===== config.mk =====
export PLATFORM = sky130hd
export DESIGN_NAME = ssb_front
export DESIGN_NICKNAME = d
export VERILOG_FILES = /design/src/ssb_pkg.sv /design/src/ssb_front.sv
export SDC_FILE = /design/constraint.sdc
export NUM_CORES = 1
export LEC_CHECK = 0
export CORE_MARGIN = 1.5
export CORE_UTILIZATION = 31
export CTS_CLUSTER_SIZE = 20
export DETAILED_ROUTE_END_ITERATION = 7
export DONT_BUFFER_PORTS = 1
export PLACE_DENSITY_LB_ADDON = 0.1
export SYNTH_ARGS = -nofsm -noshare
export SYNTH_HDL_FRONTEND = slang
export SYNTH_SLANG_ARGS = --single-unit

===== constraint.sdc =====
create_clock -name clk_i -period 3.25 [get_ports clk_i]
set_clock_uncertainty 0.05 [all_clocks]
set_input_delay 0.1625 -clock clk_i [delete_from_list [all_inputs] [get_ports clk_i]]
set_output_delay 0.1625 -clock clk_i [all_outputs]
set_load 0.005 [all_outputs]

===== src/ssb_pkg.sv =====
// Package for the sprite sort and batch unit.
// Holds shared widths, sort mode codes, operation codes and the queue entry type; no dependencies.
package ssb_pkg;

  localparam int unsigned TexW   = 16;
  localparam int unsigned DepW   = 16;
  localparam int unsigned IdxW   = 6;
  localparam int unsigned VoffW  = 9;
  localparam int unsigned VertsPerSprite = 6;

  // Sort mode codes.
  localparam logic [1:0] ModeTexAsc  = 2'd0;
  localparam logic [1:0] ModeDepDesc = 2'd1;
  localparam logic [1:0] ModeDepAsc  = 2'd2;
  localparam logic [1:0] ModeNone    = 2'd3;

  // Operation codes.
  localparam logic OpAdd = 1'b0;
  localparam logic OpEnd = 1'b1;

  // One command passed from front to back.
  typedef struct packed {
    logic               is_end;
    logic [TexW-1:0]    tex;
    logic [DepW-1:0]    dep;
  } cmd_t;

endpackage


===== src/ssb_front.sv =====
// Front end: accepts commands and pushes them into a short queue.
// Depends on ssb_pkg.
module ssb_front #(
  parameter int unsigned QDepth = 2
) (
  input  logic          clk_i,
  input  logic          rst_ni,
  input  logic          push_i,
  input  ssb_pkg::cmd_t cmd_i,
  input  logic          pop_i,
  output logic          full_o,
  output logic          empty_o,
  output ssb_pkg::cmd_t cmd_o
);

  localparam int unsigned PtrW = (QDepth > 1) ? $clog2(QDepth) : 1;

  ssb_pkg::cmd_t       mem_q [QDepth];
  logic [PtrW-1:0]     wr_q, wr_d, rd_q, rd_d;
  logic [PtrW:0]       cnt_q, cnt_d;

  assign full_o  = (cnt_q == (PtrW+1)'(QDepth));
  assign empty_o = (cnt_q == '0);
  assign cmd_o   = mem_q[rd_q];

  // Pointer and count update.
  always_comb begin
    wr_d  = wr_q;
    rd_d  = rd_q;
    cnt_d = cnt_q;
    if (push_i) begin
      wr_d = (wr_q == PtrW'(QDepth-1)) ? '0 : wr_q + 1'b1;
    end
    if (pop_i) begin
      rd_d = (rd_q == PtrW'(QDepth-1)) ? '0 : rd_q + 1'b1;
    end
    if (push_i && !pop_i) cnt_d = cnt_q + 1'b1;
    else if (!push_i && pop_i) cnt_d = cnt_q - 1'b1;
  end

  always_ff @(posedge clk_i or negedge rst_ni) begin
    if (!rst_ni) begin
      wr_q  <= '0;
      rd_q  <= '0;
      cnt_q <= '0;
    end else begin
      wr_q  <= wr_d;
      rd_q  <= rd_d;
      cnt_q <= cnt_d;
    end
  end

  // Queue storage.
  always_ff @(posedge clk_i) begin
    if (push_i) mem_q[wr_q] <= cmd_i;
  end

endmodule


==> metrics.csv <==
metric;value;unit
DR pass1 iterations;4;
final setup fails;0;
cell taking the most area after synthesis;edfxtp_1;
Post-Place Worst Slack;1.50;ns
Sink Count;70;
first-pass GRT wire length;6.89;mm
Initial Util;0.326;
MaxCap Viol Count;0;
layout overhead on the synthesized area;21.4;%
Syn. warnings;0;
Power per Cell Area;759;mW/mm2
Levels on crit path;1;
Seq cells post-synth;70;
syn_nets;157;
Leak Pwr;1.19;nW
drt total wl;4.34;mm
Worst slew margin;0.288;
Data required, critical path;3.04;ns
worst skew pair latency;0.33;ns
# IOs;72;
Top delay family on crit path;flip-flops;
Crit path largest cell delay;1.08;ns
Die Ht;96.7;um
DR DRC count;0;
Worst Setup Start Kind;flop;
Final Wtd Congestion;0.607;
Final Util;0.396;
share of cells above drive strength 1;0.297;
core area;0.00834;mm2
vias in the first global route;1346;
post-synthesis cell area;0.00272;mm2
largest net degree at the start of global routing;35;
Bufs and invs on worst path;0;
worst slew pin tran;1.07;ns
P_int;0.00182;W
CTS root buf;clkbuf_8;
NumNets Final;200;
syn_area_per_cell;22.9;um2
Worst path slowest cell;dfrtp_2;
CTS resizes;0;
CTS Buf Count;9;
CTS H-tree depth;3;
Comb power frac;0.226;
sequential power share;0.549;
critical path endpoint category;primary output;
Setup Crit Path Kind;reg2out;
top cells by area, synth;edfxtp_1 73%, mux2_4 16%, dfrtp_1 3.7%, buf_12 2.2%, mux2_2 1.7%;
Worst-path clk slew;0.07;ns
DR WL/cell;16.1;um
Post-CTS Setup Inserts;0;
unrepaired setup endpoints after global routing;false;
Hold Path Cell Cnt;2;
switching power;0.000688;W
Clk pwr share;0.225;
PortBufs;0;
Die X;96.7;um
final worst-path cycle share;0.635;
CTS max path bufs;2;
Fmax;485;MHz
post-synthesis sequential area ratio;0.765;
ANT nets after route;0;
DR vias;1179;
CP arrival;1.85;ns
min Tclk post-route;2.06;ns
CP max FO;34;
Gate Count Post-Synth;119;
die area;0.00935;mm2
First DRT Iteration DRCs;35;
Pins Over Slew Limit;0;
GRT Total Usage;0.0999;
status;finished, final reports clean;
top cell type's share of synthesized area;0.729;
Placement Rows;33;
Tightest Hold Check Type;in2reg;
CTS tree;yes;
GR Overflow Total;0;
Setup TNS;0;ns
Worst IR Drop VDD;666;uV
final hold vios;0;
FF-to-FF path depth;1;
worst-path cell chain;mux2_2;
initial antenna violation count;0;
via density per instance;4.37;
# diodes;0;
Netlist cell types;13;
switch share;0.275;
Setup WS post-layout;1.19;ns
-- synthesized netlist by cell type --
library cell / n
nor2_1: 2
xor2_1: 4
edfxtp_1: 66
mux2_2: 4
mux2_4: 29
buf_12: 3
inv_1: 1
and2_1: 1
dfrtp_1: 4
ha_1: 1
buf_6: 1
xnor2_1: 1
nor2b_1: 2
-- path summary, 6_finish.rpt --
kind                                from            to  slack, ns
worst max-delay path                rd_q     cmd_o[12]       1.19
worst min-delay path              push_i      cnt_q[0]       0.04
worst max register to register      wr_q  mem_q[0][21]       1.56
worst min register to register  cnt_q[1]      cnt_q[1]       0.45
max in group asynchronous         rst_ni          rd_q       2.91
min in group asynchronous         rst_ni          wr_q       0.05
-- sequential cells by signal, indices dropped and copies added, names as in the netlist --
signal / flops
mem_q: 66
rd_q: 1
wr_q: 1
cnt_q: 2
-- kinds of logic (layout without fill, tap and decap cells) --
group	Yosys count	in the layout	share of synthesized area
XOR/XNOR	5	5	0.0161
buffers and inverters	5	51	0.0276
AND/OR/NAND/NOR	5	5	0.00966
multiplexers	33	33	0.177
flip-flops	70	70	0.765
adder cells (fa/ha/maj)	1	1	0.00460
-- per-layer routing --
layer	GRT usage	wire length, um	up-vias
met1	0.103	1700	592
met5	0	0	-
met3	0.0499	307	2
li1	-	-	541
met2	0.167	2310	44
met4	0.0502	28	0
-- layout make-up --
cell class	count	area (um2)
Multi-Input combinational cell	44	572
Fill cell	784	5040
Clock buffer	9	124
Sequential cell	70	2080
Inverter	1	3.75
Timing Repair Buffer	36	360
Tap cell	105	131
Clock inverter	5	28.8
-- cells in the final DEF, fill, tap and decap left out, types with 2 or more instances in the layout --
| master | n |
|---|---|
| edfxtp_1 | 66 |
| clkinv_2 | 2 |
| nor2_1 | 2 |
| mux2_2 | 4 |
| clkbuf_8 | 9 |
| xor2_1 | 4 |
| dlygate4sd3_1 | 36 |
| clkinvlp_4 | 2 |
| dfrtp_1 | 3 |
| mux2_4 | 29 |
-- stage by stage --
| stage | instances | area, um2 | hold slack [ns] | total power, W |
|---|---|---|---|---|
| finish | 270 | 3300 | 0.0388 | 0.00251 |
| CTS | 270 | 3300 | 0.0107 | 0.00255 |
| detailed placement | 220 | 2790 | -0.183 | 0.00195 |
| global route | 270 | 3300 | 0.0236 | 0.00265 |
| global placement | 220 | 2790 | -0.183 | 0.00193 |
| floorplan | 119 | 2720 | -0.183 | 0.00190 |
-- power by group through the flow --
stage	registers, W	clock network, W	logic (W)
after floorplan	0.00127	0	0.000629
after global placement	0.00139	0	0.000541
after detailed placement	0.00140	0	0.000542
after CTS	0.00138	0.000584	0.000586
after global routing	0.00141	0.000621	0.000615
final	0.00138	0.000563	0.000567
-- timing repair --
| item | CTS | global route |
|---|---|---|
| endpoints found under the hold margin | 72 | 0 |
| setup endpoints to repair | 0 | 0 |
| hold buffers | 36 | 0 |
Note: power is estimated with default switching activity, not from simulation.
